**config.mk**
```make
export PLATFORM = sky130hd
export DESIGN_NAME = cartridge_header_validator
export DESIGN_NICKNAME = d
export VERILOG_FILES = /design/src/hdl/chv_pkg.sv /design/src/hdl/chv_crc16.sv /design/src/hdl/chv_capture.sv /design/src/hdl/chv_check.sv /design/src/hdl/cartridge_header_validator.sv
export SDC_FILE = /design/constraint.sdc
export NUM_CORES = 1
export LEC_CHECK = 0
export BUFFER_PORTS_ARGS = -buffer_cell sky130_fd_sc_hd__clkbuf_2
export CAP_MARGIN = 20
export CORE_ASPECT_RATIO = 0.8
export CORE_UTILIZATION = 50
export CTS_CLUSTER_SIZE = 16
export DETAILED_ROUTE_END_ITERATION = 12
export PLACE_DENSITY = 0.77
export SLEW_MARGIN = 40
export SYNTH_ARGS = -nofsm -noshare
export SYNTH_HDL_FRONTEND = slang
export SYNTH_HIERARCHICAL = 1
export SYNTH_SLANG_ARGS = --single-unit
```
**constraint.sdc**
```tcl
create_clock -name clk -period 15.55 [get_ports clk]
set_input_delay 1.555 -clock clk [delete_from_list [all_inputs] [get_ports clk]]
set_output_delay 1.555 -clock clk [all_outputs]
set_load 0.01 [all_outputs]
```
**src/hdl/chv_pkg.sv**
```systemverilog
`timescale 1ns / 1ps
// ----------------------------------------------------------------------------
// chv_pkg
// Types and constants shared by the cartridge header validator modules.
// ----------------------------------------------------------------------------
package chv_pkg;

	localparam int POS_W   = 9;
	localparam int CRC_W   = 16;
	localparam int WORD_W  = 32;
	localparam int N_WORDS = 11;
	localparam int N_BYTES = 3;

	localparam logic [POS_W-1:0]  HDR_MIN  = 9'h160;
	localparam logic [POS_W-1:0]  CRC_END  = 9'h15E;
	localparam logic [POS_W-1:0]  POS_MAX  = 9'h1FF;
	localparam logic [POS_W-1:0]  POS_UNIT = 9'h012;
	localparam logic [POS_W-1:0]  POS_CAP  = 9'h014;
	localparam logic [POS_W-1:0]  POS_VER  = 9'h01E;
	localparam logic [WORD_W-1:0] HDR_MIN_W = 32'h0000_0160;

	// word-aligned offsets, as position bits [8:2]
	localparam logic [6:0] WA_GAME_CODE = 7'h03;
	localparam logic [6:0] WA_BANNER    = 7'h1A;
	localparam logic [6:0] WA_IMG_LEN   = 7'h20;
	localparam logic [6:0] WA_HDR_LEN   = 7'h21;
	// executable block 0x20..0x3F, as position bits [8:5]
	localparam logic [3:0] EXE_BLOCK    = 4'h1;

	localparam logic [3:0] W_MAIN_OFF   = 4'd0;
	localparam logic [3:0] W_MAIN_ENTRY = 4'd1;
	localparam logic [3:0] W_MAIN_LOAD  = 4'd2;
	localparam logic [3:0] W_MAIN_SIZE  = 4'd3;
	localparam logic [3:0] W_SUB_OFF    = 4'd4;
	localparam logic [3:0] W_SUB_ENTRY  = 4'd5;
	localparam logic [3:0] W_SUB_LOAD   = 4'd6;
	localparam logic [3:0] W_SUB_SIZE   = 4'd7;
	localparam logic [3:0] W_BANNER     = 4'd8;
	localparam logic [3:0] W_IMG_LEN    = 4'd9;
	localparam logic [3:0] W_HDR_LEN    = 4'd10;

	localparam logic [1:0] B_UNIT = 2'd0;
	localparam logic [1:0] B_CAP  = 2'd1;
	localparam logic [1:0] B_VER  = 2'd2;

	localparam logic [CRC_W-1:0] CRC_INIT = 16'hFFFF;
	localparam logic [CRC_W-1:0] CRC_POLY = 16'hA001;
	localparam logic [7:0]       CHAR_SPACE = 8'h20;

	typedef enum logic [2:0] {
		STATUS_OK           = 3'd0,
		STATUS_TOO_SMALL    = 3'd1,
		STATUS_BAD_HEADER   = 3'd2,
		STATUS_CRC_MISMATCH = 3'd3,
		STATUS_REGION_OOB   = 3'd4
	} status_t;

	typedef struct packed {
		logic [POS_W-1:0]                pos;
		logic [CRC_W-1:0]                crc;
		logic                            code_ok;
		logic [N_WORDS-1:0][WORD_W-1:0]  words;
		logic [N_BYTES-1:0][7:0]         bytes;
		logic [CRC_W-1:0]                stored_crc;
	} hdr_state_t;

	localparam hdr_state_t HDR_STATE_RESET = '{
		pos:        '0,
		crc:        CRC_INIT,
		code_ok:    1'b1,
		words:      '0,
		bytes:      '0,
		stored_crc: '0
	};

endpackage

```
**src/hdl/chv_crc16.sv**
```systemverilog
`timescale 1ns / 1ps
// ----------------------------------------------------------------------------
// chv_crc16
// One-byte update of a reflected CRC-16 (polynomial 0xA001).
// ----------------------------------------------------------------------------
module chv_crc16
	import chv_pkg::*;
(
	input  logic [CRC_W-1:0] crc_in,
	input  logic [7:0]       data,
	output logic [CRC_W-1:0] crc_out
);

	logic [CRC_W-1:0] c;

	always_comb begin
		c = crc_in ^ {8'h00, data};
		for (int i = 0; i < 8; i++) begin
			if (c[0]) begin
				c = (c >> 1) ^ CRC_POLY;
			end else begin
				c = c >> 1;
			end
		end
		crc_out = c;
	end

endmodule

```
**src/hdl/chv_capture.sv**
```systemverilog
`timescale 1ns / 1ps
// ----------------------------------------------------------------------------
// chv_capture
// Header stream state: byte count, running CRC, game code flag and the
// captured header words and bytes. Presents the state after the current byte.
// ----------------------------------------------------------------------------
module chv_capture
	import chv_pkg::*;
(
	input  logic       clk,
	input  logic       arst_n,
	input  logic       byte_en,
	input  logic [7:0] data,
	input  logic       last,
	output hdr_state_t nx
);

	hdr_state_t       st_q;
	logic [CRC_W-1:0] crc_upd;
	logic [POS_W-1:0] p;

	assign p = st_q.pos;

	chv_crc16 u_crc (
		.crc_in  (st_q.crc),
		.data    (data),
		.crc_out (crc_upd)
	);

	always_comb begin
		nx = st_q;
		if (p < HDR_MIN) begin
			if (p < CRC_END) begin
				nx.crc = crc_upd;
			end
			if (p[8:2] == WA_GAME_CODE && (data == 8'h00 || data == CHAR_SPACE)) begin
				nx.code_ok = 1'b0;
			end
			if (p == POS_UNIT) nx.bytes[B_UNIT] = data;
			if (p == POS_CAP)  nx.bytes[B_CAP]  = data;
			if (p == POS_VER)  nx.bytes[B_VER]  = data;
			if (p[8:5] == EXE_BLOCK) begin
				nx.words[{1'b0, p[4:2]}][8*p[1:0] +: 8] = data;
			end
			if (p[8:2] == WA_BANNER)  nx.words[W_BANNER][8*p[1:0] +: 8]  = data;
			if (p[8:2] == WA_IMG_LEN) nx.words[W_IMG_LEN][8*p[1:0] +: 8] = data;
			if (p[8:2] == WA_HDR_LEN) nx.words[W_HDR_LEN][8*p[1:0] +: 8] = data;
			if (p == CRC_END)          nx.stored_crc[7:0]  = data;
			if (p == CRC_END + 9'd1)   nx.stored_crc[15:8] = data;
		end
		if (p != POS_MAX) begin
			nx.pos = p + 9'd1;
		end
	end

	// start afresh after the closing byte of a header
	always_ff @(posedge clk or negedge arst_n) begin
		if (!arst_n) begin
			st_q <= HDR_STATE_RESET;
		end else if (byte_en) begin
			st_q <= last ? HDR_STATE_RESET : nx;
		end
	end

endmodule

```
**src/hdl/chv_check.sv**
```systemverilog
`timescale 1ns / 1ps
// ----------------------------------------------------------------------------
// chv_check
// Status decision for a complete header, checks taken in priority order.
// ----------------------------------------------------------------------------
module chv_check
	import chv_pkg::*;
(
	input  hdr_state_t        st,
	input  logic [WORD_W-1:0] image_length,
	output status_t           status
);

	logic [WORD_W:0] main_end;
	logic [WORD_W:0] sub_end;
	logic            main_ok;
	logic            sub_ok;
	logic            hdr_len_bad;

	assign main_end = {1'b0, st.words[W_MAIN_OFF]} + {1'b0, st.words[W_MAIN_SIZE]};
	assign sub_end  = {1'b0, st.words[W_SUB_OFF]} + {1'b0, st.words[W_SUB_SIZE]};

	assign main_ok = (st.words[W_MAIN_SIZE] != '0) && (st.words[W_MAIN_OFF] >= HDR_MIN_W)
		&& (main_end <= {1'b0, image_length});
	assign sub_ok  = (st.words[W_SUB_SIZE] != '0) && (st.words[W_SUB_OFF] >= HDR_MIN_W)
		&& (sub_end <= {1'b0, image_length});

	assign hdr_len_bad = (st.words[W_HDR_LEN] < HDR_MIN_W)
		|| (st.words[W_HDR_LEN] > image_length);

	always_comb begin
		if (st.pos < HDR_MIN || image_length < HDR_MIN_W) begin
			status = STATUS_TOO_SMALL;
		end else if (!st.code_ok || hdr_len_bad) begin
			status = STATUS_BAD_HEADER;
		end else if (st.stored_crc != st.crc) begin
			status = STATUS_CRC_MISMATCH;
		end else if (!main_ok || !sub_ok) begin
			status = STATUS_REGION_OOB;
		end else begin
			status = STATUS_OK;
		end
	end

endmodule

```
**src/hdl/cartridge_header_validator.sv**
```systemverilog
`timescale 1ns / 1ps
// ----------------------------------------------------------------------------
// cartridge_header_validator
// Streams a cartridge header one byte per transaction and reports its fields
// and a validity status on the byte marked last.
// ----------------------------------------------------------------------------
// Usage:
//   Write image_length through cfg_wr_en / cfg_wr_data while the block is
//   idle. Feed header bytes in file order on the in_* channel (valid/ready),
//   raising last_byte on the final byte. One byte is taken every cycle unless a
//   final byte is held back (see below). Bytes without last_byte produce
//   nothing; the last byte produces one result transaction on the out_*
//   channel: the byte passes through the input register, and from there the
//   CRC update, capture and check logic feed the result register, which raises out_valid.
//   After the last byte the stream state returns to its reset values, so the
//   next header may follow in the very next cycle.
//   When the receiver stalls, the result is held in the output register and
//   non-final bytes keep flowing; a final byte waits in the input register
//   until the output register frees, and in_ready is low only while it waits.
//   Reset clears image_length, the stream state and both valid flags.
// ----------------------------------------------------------------------------
module cartridge_header_validator
	import chv_pkg::*;
(
	input  logic              clk,
	input  logic              arst_n,
	input  logic              cfg_wr_en,
	input  logic [WORD_W-1:0] cfg_wr_data,
	input  logic              in_valid,
	output logic              in_ready,
	input  logic [7:0]        data_byte,
	input  logic              last_byte,
	output logic              out_valid,
	input  logic              out_ready,
	output logic [2:0]        status,
	output logic [7:0]        unit_id,
	output logic [7:0]        capacity_code,
	output logic [7:0]        version_byte,
	output logic [WORD_W-1:0] main_cpu_entry,
	output logic [WORD_W-1:0] main_cpu_load_address,
	output logic [WORD_W-1:0] sub_cpu_entry,
	output logic [WORD_W-1:0] sub_cpu_load_address,
	output logic [WORD_W-1:0] banner_location,
	output logic [WORD_W-1:0] declared_image_len,
	output logic [WORD_W-1:0] declared_header_len,
	output logic [CRC_W-1:0]  computed_crc
);

	logic [WORD_W-1:0] image_length_q;
	logic              valid_s1;
	logic [7:0]        data_s1;
	logic              last_s1;
	logic              out_valid_q;
	logic              out_free;
	logic              s1_move;
	hdr_state_t        nx;
	status_t           status_nx;
	status_t           status_q;
	hdr_state_t        res_q;

	assign out_free = !out_valid_q || out_ready;
	assign s1_move  = valid_s1 && (!last_s1 || out_free);
	assign in_ready = !valid_s1 || s1_move;

	always_ff @(posedge clk or negedge arst_n) begin
		if (!arst_n) begin
			image_length_q <= '0;
		end else if (cfg_wr_en) begin
			image_length_q <= cfg_wr_data;
		end
	end

	always_ff @(posedge clk or negedge arst_n) begin
		if (!arst_n) begin
			valid_s1 <= 1'b0;
		end else if (in_ready) begin
			valid_s1 <= in_valid;
		end
	end

	always_ff @(posedge clk) begin
		if (in_valid && in_ready) begin
			data_s1 <= data_byte;
			last_s1 <= last_byte;
		end
	end

	chv_capture u_capture (
		.clk     (clk),
		.arst_n  (arst_n),
		.byte_en (s1_move),
		.data    (data_s1),
		.last    (last_s1),
		.nx      (nx)
	);

	chv_check u_check (
		.st           (nx),
		.image_length (image_length_q),
		.status       (status_nx)
	);

	// hold the result until the receiver takes it
	always_ff @(posedge clk or negedge arst_n) begin
		if (!arst_n) begin
			out_valid_q <= 1'b0;
		end else if (s1_move && last_s1) begin
			out_valid_q <= 1'b1;
		end else if (out_ready) begin
			out_valid_q <= 1'b0;
		end
	end

	always_ff @(posedge clk) begin
		if (s1_move && last_s1) begin
			status_q <= status_nx;
			res_q    <= nx;
		end
	end

	assign out_valid             = out_valid_q;
	assign status                = status_q;
	assign unit_id               = res_q.bytes[B_UNIT];
	assign capacity_code         = res_q.bytes[B_CAP];
	assign version_byte          = res_q.bytes[B_VER];
	assign main_cpu_entry        = res_q.words[W_MAIN_ENTRY];
	assign main_cpu_load_address = res_q.words[W_MAIN_LOAD];
	assign sub_cpu_entry         = res_q.words[W_SUB_ENTRY];
	assign sub_cpu_load_address  = res_q.words[W_SUB_LOAD];
	assign banner_location       = res_q.words[W_BANNER];
	assign declared_image_len    = res_q.words[W_IMG_LEN];
	assign declared_header_len   = res_q.words[W_HDR_LEN];
	assign computed_crc          = res_q.crc;

endmodule
```
==> results of run 1 <==
## sequential cells by signal, indices dropped and copies added (netlist names), 3 cells and up
register,cells
declared_header_len,32
capacity_code,8
version_byte,8
declared_image_len,32
main_cpu_load_address,32
sub_cpu_load_address,32
image_length_q,32
data_s1,8
main_cpu_entry,32
computed_crc,16
status,3
sub_cpu_entry,32
u_capture/p,9
unit_id,8
u_capture/st_q,409
banner_location,32
## how the worst max path moves through the flow
stage                                               to  slack, ps
after floorplan           banner_location[0]$_DFFE_PP_       2000
after global placement             status[2]$_DFFE_PP_       8010
after detailed placement           status[2]$_DFFE_PP_       8010
after CTS                          status[2]$_DFFE_PP_       7920
after global routing               status[2]$_DFFE_PP_       7270
final                              status[2]$_DFFE_PP_       7820
## through the flow
step,hold WS (ps),cells
floorplan,450.7,3689
global placement,465.3,4815
detailed placement,471.9,4818
CTS,487.3,4960
global route,496.0,4962
finish,486.1,4962
## layout by cell type, fill, tap and decap left out, drive strengths merged, types with 75 or more instances in the layout
| cell | count |
|---|---|
| inv | 75 |
| nor2 | 99 |
| o21ai | 423 |
| mux2 | 84 |
| o2bb2ai | 267 |
| edfxtp | 276 |
| mux2i | 110 |
| clkbuf | 418 |
| nand2 | 543 |
| dfrtp | 435 |
| a21oi | 87 |
| ha | 166 |
## area by class of cell
class	instances	area (um2)
fill	6523	33100
sequential	728	19620
multi-input combinational	2619	17950
timing repair buffer	381	2211
clock buffer	105	2105
tap	1023	1280
clock inverter	37	446.7
inverter	69	261.5
## worst max-delay path, delay by kind of cell (launching register included)
family	cells	cell delay (ps)
flops	1	590
buf+inv	2	280
compound gates	15	3330
xor+xnor	1	140
fa+ha+maj	4	1470
simple gates	4	1630
## power breakdown
| part | internal, mW | leakage [nW] | switching, mW |
|---|---|---|---|
| clock network | 1.05 | 1.24 | 0.807 |
| logic | 0.216 | 8.97 | 0.427 |
| registers | 2.11 | 8.72 | 0.0601 |
| total | 3.38 | 18.9 | 1.29 |
## per-layer routing
layer	GRT usage [%]	up-vias
met5	0	-
met4	9.714	2
met3	9.248	258
met2	42.02	1695
met1	45.20	15410
li1	-	14130
==> run_results.csv, run 1 <==
group,metric,value,unit
outcome,status,"complete, no violations",
clock_network,cts.sinks,728,
place,numPortBuffers,314,
timing,finalWorstSetupSlack,7823,ps
finish,n_antenna_cell,0,
floorplan,die_area,0.07883,mm2
pwr,leakagePower,18.92,nW
timing,period_share,49.69,%
min_path,hp-class,"reg2reg",
timing,fmax,129.4,MHz
flow_run,drv_cap,0,
pwr,ir_worst_vdd,0.07110,mV
timing,setup_tns,0,ps
place,dp_hpwl,86.31,mm
worst_setup_path,r2r_cells,26,
clock_network,cts_setup_buffers,0,
global_routing,grt_pass1_vias,29190,
worst_setup_path,ff2ff_setup_slack,7820,ps
pwr,p_per_area,106.5,mW/mm2
clock_network,ctsResizeCount,0,
logic_synthesis,postSynthAreaPerCell,10.53,um2
global_routing,grtUsageTotal,30.43,%
drt,m1WireLength,53.79,mm
timing,rsz0062_at_grt,"no",
global_routing,grt_pass1_wl,182.7,mm
clock_network,cts_buffers,76,
timing,finalSetupViolations,0,
min_path,min_from,"u_capture/st_q[62]$_DFFE_PN0P_",
timing,finClkSkew,47.79,ps
clock_network,clock_path_buffers,3,
finish,layout-drive-gt1-share,16.93,%
drt,drtPass1Iterations,7,
drt,wl_met2,50.83,mm
worst_setup_path,rr_startpoint,"u_capture/p[0]$_DFFE_PN0P_",
worst_setup_path,slowest_stage,"nand3_2",
place,gp_congestion,1.026,
worst_setup_path,worstPathMaxFanout,27,
timing,finalHoldViolCount,0,
worst_setup_path,critical_path.startpoint,"u_capture/p[0]$_DFFE_PN0P_",
finish,fin_util,57.00,%
worst_setup_path,r2r_end,"status[2]$_DFFE_PP_",
worst_setup_path,path_class,"reg2reg",
logic_synthesis,syn_inst,3689,
clock_network,clk_pin_slew,60,ps
drt,initialDrtViolationCount,3883,
clock_network,cts_root_buf,"clkbuf_16",
finish,post-route-cell-area,0.04387,mm2
place,post_dp_cell_area,0.04120,mm2
logic_synthesis,ys_warn_count,6,
drt,ant_nets,0,
global_routing,grt.overflow.total,0,
min_path,hold_depth,1,
timing,relSlewSlack,37.79,%
floorplan,die_height,251.3,um
worst_setup_path,crit_required,15930,ps
worst_setup_path,critical_path.max_stage_delay,620,ps
drt,wl_per_cell,24.65,um
timing,fin_crit,7727,ps
min_path,min_to,"u_capture/st_q[62]$_DFFE_PN0P_",
drt,via_count,31500,
floorplan,core-area,0.07697,mm2
clock_network,cts_tree,"yes",
floorplan,num_rows,91,
clock_network,clk_latency,660,ps
logic_synthesis,netlist_area,0.03885,mm2
drt,drc_errors,0,
floorplan,io_pins,315,
timing,tightest_slew,923.4,ps
drt,vias_per_cell,6.347,
floorplan,initial_core_util,50.47,%
logic_synthesis,syn-num-nets,3903,
global_routing,grt_max_degree,179,
global_routing,antenna_found_initial,3,
worst_setup_path,crit_path_start_kind,"register",
clock_network,h-tree-depth,3,
finish,area_delta_synth_final,12.92,%
drt,dr_wl_met3,13.95,mm
finish,nNetsFinal,4089,
place,dp_slack,8013,ps
drt,wirelength,122.3,mm
clock_network,postCtsHoldBufs,0,
worst_setup_path,critPathCaptureType,"register",
timing,maxSlewViolCount,0,
drt,route.top_layer_used,"met5",
floorplan,die_w,313.6,um
pwr,power.total,4.672,mW
worst_setup_path,arrival,8110,ps
Power figures use the tool's default switching activity.
==> inputs of run 2 (changes only) <==
--- a/config.mk
+++ b/config.mk
@@ -11,7 +11,7 @@
 export CORE_UTILIZATION = 50
 export CTS_CLUSTER_SIZE = 16
 export DETAILED_ROUTE_END_ITERATION = 12
-export PLACE_DENSITY = 0.77
+export PLACE_DENSITY = 0.8
 export SLEW_MARGIN = 40
 export SYNTH_ARGS = -nofsm -noshare
 export SYNTH_HDL_FRONTEND = slang
==> constraint.sdc (replaced) <==
create_clock -name clk -period 6.7 [get_ports clk]
set_input_delay 0.67 -clock clk [delete_from_list [all_inputs] [get_ports clk]]
set_output_delay 0.67 -clock clk [all_outputs]
set_load 0.01 [all_outputs]
==> run 2 against run 1 <==
  * Utilization grew 1.4 points
  * Final cell count rose by 2.4%
  * Die area unchanged
  * Largest cell class unchanged
  * First-iteration DRC count grew 4.9%
  * Sequential power is 130% higher
  * Highest routed layer unchanged
  * Largest power group unchanged
==> run_results.csv, run 2 (same netlist as run 1, synthesis figures left out) <==
group,metric,value,unit
finish,nNetsFinal,4207,
worst_setup_path,cp_cell_sequence,"inv_1, ha_1, buf_4, and2_1, and3_1, nor2_1, o21ai_0, ha_1, nand4_1, or2_2, a311oi_2, nor2b_1, o31ai_1, a21oi_2, a21o_1, a21oi_1, xnor2_1, ha_1, nand3_1, or2_2, o41ai_1, nand3b_1, o211a_1",
flow_run,drv_cap,0,
place,dp_hpwl,90.42,mm
clock_network,clk_pin_slew,70,ps
worst_setup_path,crit_family,"simple AND/OR/NAND/NOR gates",
timing,finClkSkew,39.66,ps
place,post_dp_cell_area,0.04202,mm2
worst_setup_path,critPathCaptureType,"register",
global_routing,grt_use_met3,9.553,%
worst_setup_path,crit_path_start_kind,"register",
timing,period_share,95.74,%
finish,final_cell_mix,"543 x nand2_1, 434 x dfrtp_1, 368 x o21ai_0, 312 x clkbuf_2, 276 x edfxtp_1",
global_routing,grt_max_degree,166,
global_routing,grt_pass1_wl,188.5,mm
clock_network,cts.sinks,728,
clock_network,clock_path_buffers,3,
drt,drc_errors,0,
drt,via_count,32240,
worst_setup_path,critical_path.max_stage_delay,530,ps
worst_setup_path,slowest_stage,"ha_1",
timing,maxSlewViolCount,0,
worst_setup_path,crit_required,7090,ps
timing,hold_slack,19.39,ps
worst_setup_path,path_buf_inv,2,
global_routing,antenna_found_initial,3,
worst_setup_path,arrival,6810,ps
global_routing,grt.overflow.total,0,
outcome,status,"complete, no violations",
worst_setup_path,worstPathMaxFanout,8,
clock_network,clk_latency,660,ps
pwr,p_per_area,246.9,mW/mm2
pwr,ir_worst_vdd,0.1553,mV
worst_setup_path,crit_path_frequent_cell,"ha_1",
floorplan,die_height,251.3,um
timing,tightest_slew,946.6,ps
global_routing,met2_usage,44.47,%
min_path,hp-class,"in2async",
place,gp_congestion,1.060,
timing,finalSetupViolations,0,
floorplan,io_pins,315,
timing,finalHoldViolCount,0,
clock_network,cts_tree,"yes",
worst_setup_path,path_class,"reg2reg",
finish,largest_reg_flops,409,
clock_network,postCtsHoldBufs,0,
drt,initialDrtViolationCount,4075,
timing,fin_crit,6415,ps
clock_network,cts_root_buf,"clkbuf_16",
place,numPortBuffers,314,
floorplan,initial_core_util,50.47,%
global_routing,busiest_layer,"met1",
timing,fmax,155.9,MHz
finish,layout_commonest_cell,"nand2_1",
floorplan,die_area,0.07883,mm2
clock_network,h-tree-depth,3,
clock_network,cts_buffers,77,
finish,post-route-cell-area,0.04496,mm2
drt,vias_per_cell,6.345,
global_routing,grt_pass1_vias,30020,
drt,drtPass1Iterations,7,
drt,wirelength,126.5,mm
global_routing,grtUsageMet1,45.96,%
timing,relSlewSlack,36.22,%
drt,ant_nets,0,
floorplan,num_rows,91,
finish,largest_register,"u_capture/st_q",
drt,wl_per_cell,24.90,um
finish,area_delta_synth_final,15.73,%
global_routing,grtUsageTotal,31.57,%
floorplan,die_w,313.6,um
finish,layout-drive-gt1-share,19.77,%
floorplan,core-area,0.07697,mm2
pwr,leakagePower,19.59,nW
==> run 2: changes by cell type in the layout (fill, tap and decap cells not counted), sizes merged <==
cell / previous run / this run
bufinv: 5 / 8
clkinvlp: 3 / 4
diode: 0 / 1
inv: 75 / 77
clkbuf: 418 / 411
clkinv: 23 / 25
buf: 68 / 185
==> run 2: worst paths after layout <==
check                      slack (ps)                       startpoint  depth (start not counted)                               to
hold / removal                     20                           arst_n                          1    image_length_q[2]$_DFFE_PN0P_
min in group clk                  190                     data_byte[3]                          1             data_s1[3]$_DFFE_PP_
setup reg to reg                  290       u_capture/p[1]$_DFFE_PN0P_                         23              status[2]$_DFFE_PP_
hold reg to reg                   490  u_capture/st_q[280]$_DFFE_PN0P_                          1  u_capture/st_q[280]$_DFFE_PN0P_
max in group asynchronous        5290                           arst_n                          3  u_capture/st_q[345]$_DFFE_PN0P_
setup / recovery                  290       u_capture/p[1]$_DFFE_PN0P_                         23              status[2]$_DFFE_PP_
==> run 2: area by class of cell <==
cell class | count | area (um2)
multi-input combinational | 2619 | 17990
clock buffer | 98 | 2158
inverter | 69 | 261.5
fill | 6286 | 32010
tap | 1023 | 1280
timing repair buffer | 498 | 3127
sequential | 728 | 19620
antenna | 1 | 2.502
clock inverter | 45 | 516.7
==> run 2: timing repair <==
action,4_1_cts,5_1_grt
buffers inserted,0,2
pin swaps,0,5
gates resized for setup,1,28
setup endpoints to repair,1,1
==> run 2: per-stage QoR <==
stage / instances / total power, mW / utilization (%) / setup WS (ps) / setup TNS [ps]
final: 5081 / 11.10 / 58.41 / 285.4 / 0
after floorplan: 3689 / 6.049 / - / 486.6 / 0
after global routing: 5080 / 11.43 / 58.41 / -17.64 / -17.64
after CTS: 5071 / 11.10 / 58.08 / 58.66 / 0
after global placement: 4928 / 6.584 / 54.53 / 30.05 / 0
after detailed placement: 4928 / 6.630 / 54.60 / -6.783 / -6.783
==> run 2: power breakdown <==
part | leakage [nW] | internal [mW] | switching (mW)
Clock | 1.31 | 2.62 | 1.87
Sequential | 8.71 | 4.90 | 0.142
Combinational | 9.56 | 0.557 | 1.01
==> run 2: per-layer routing <==
layer | share of wire, % | wire, um
met4 | 3.4 | 4241
met2 | 42 | 52910
met1 | 42 | 53500
met5 | 0.017 | 22
met3 | 13 | 15870
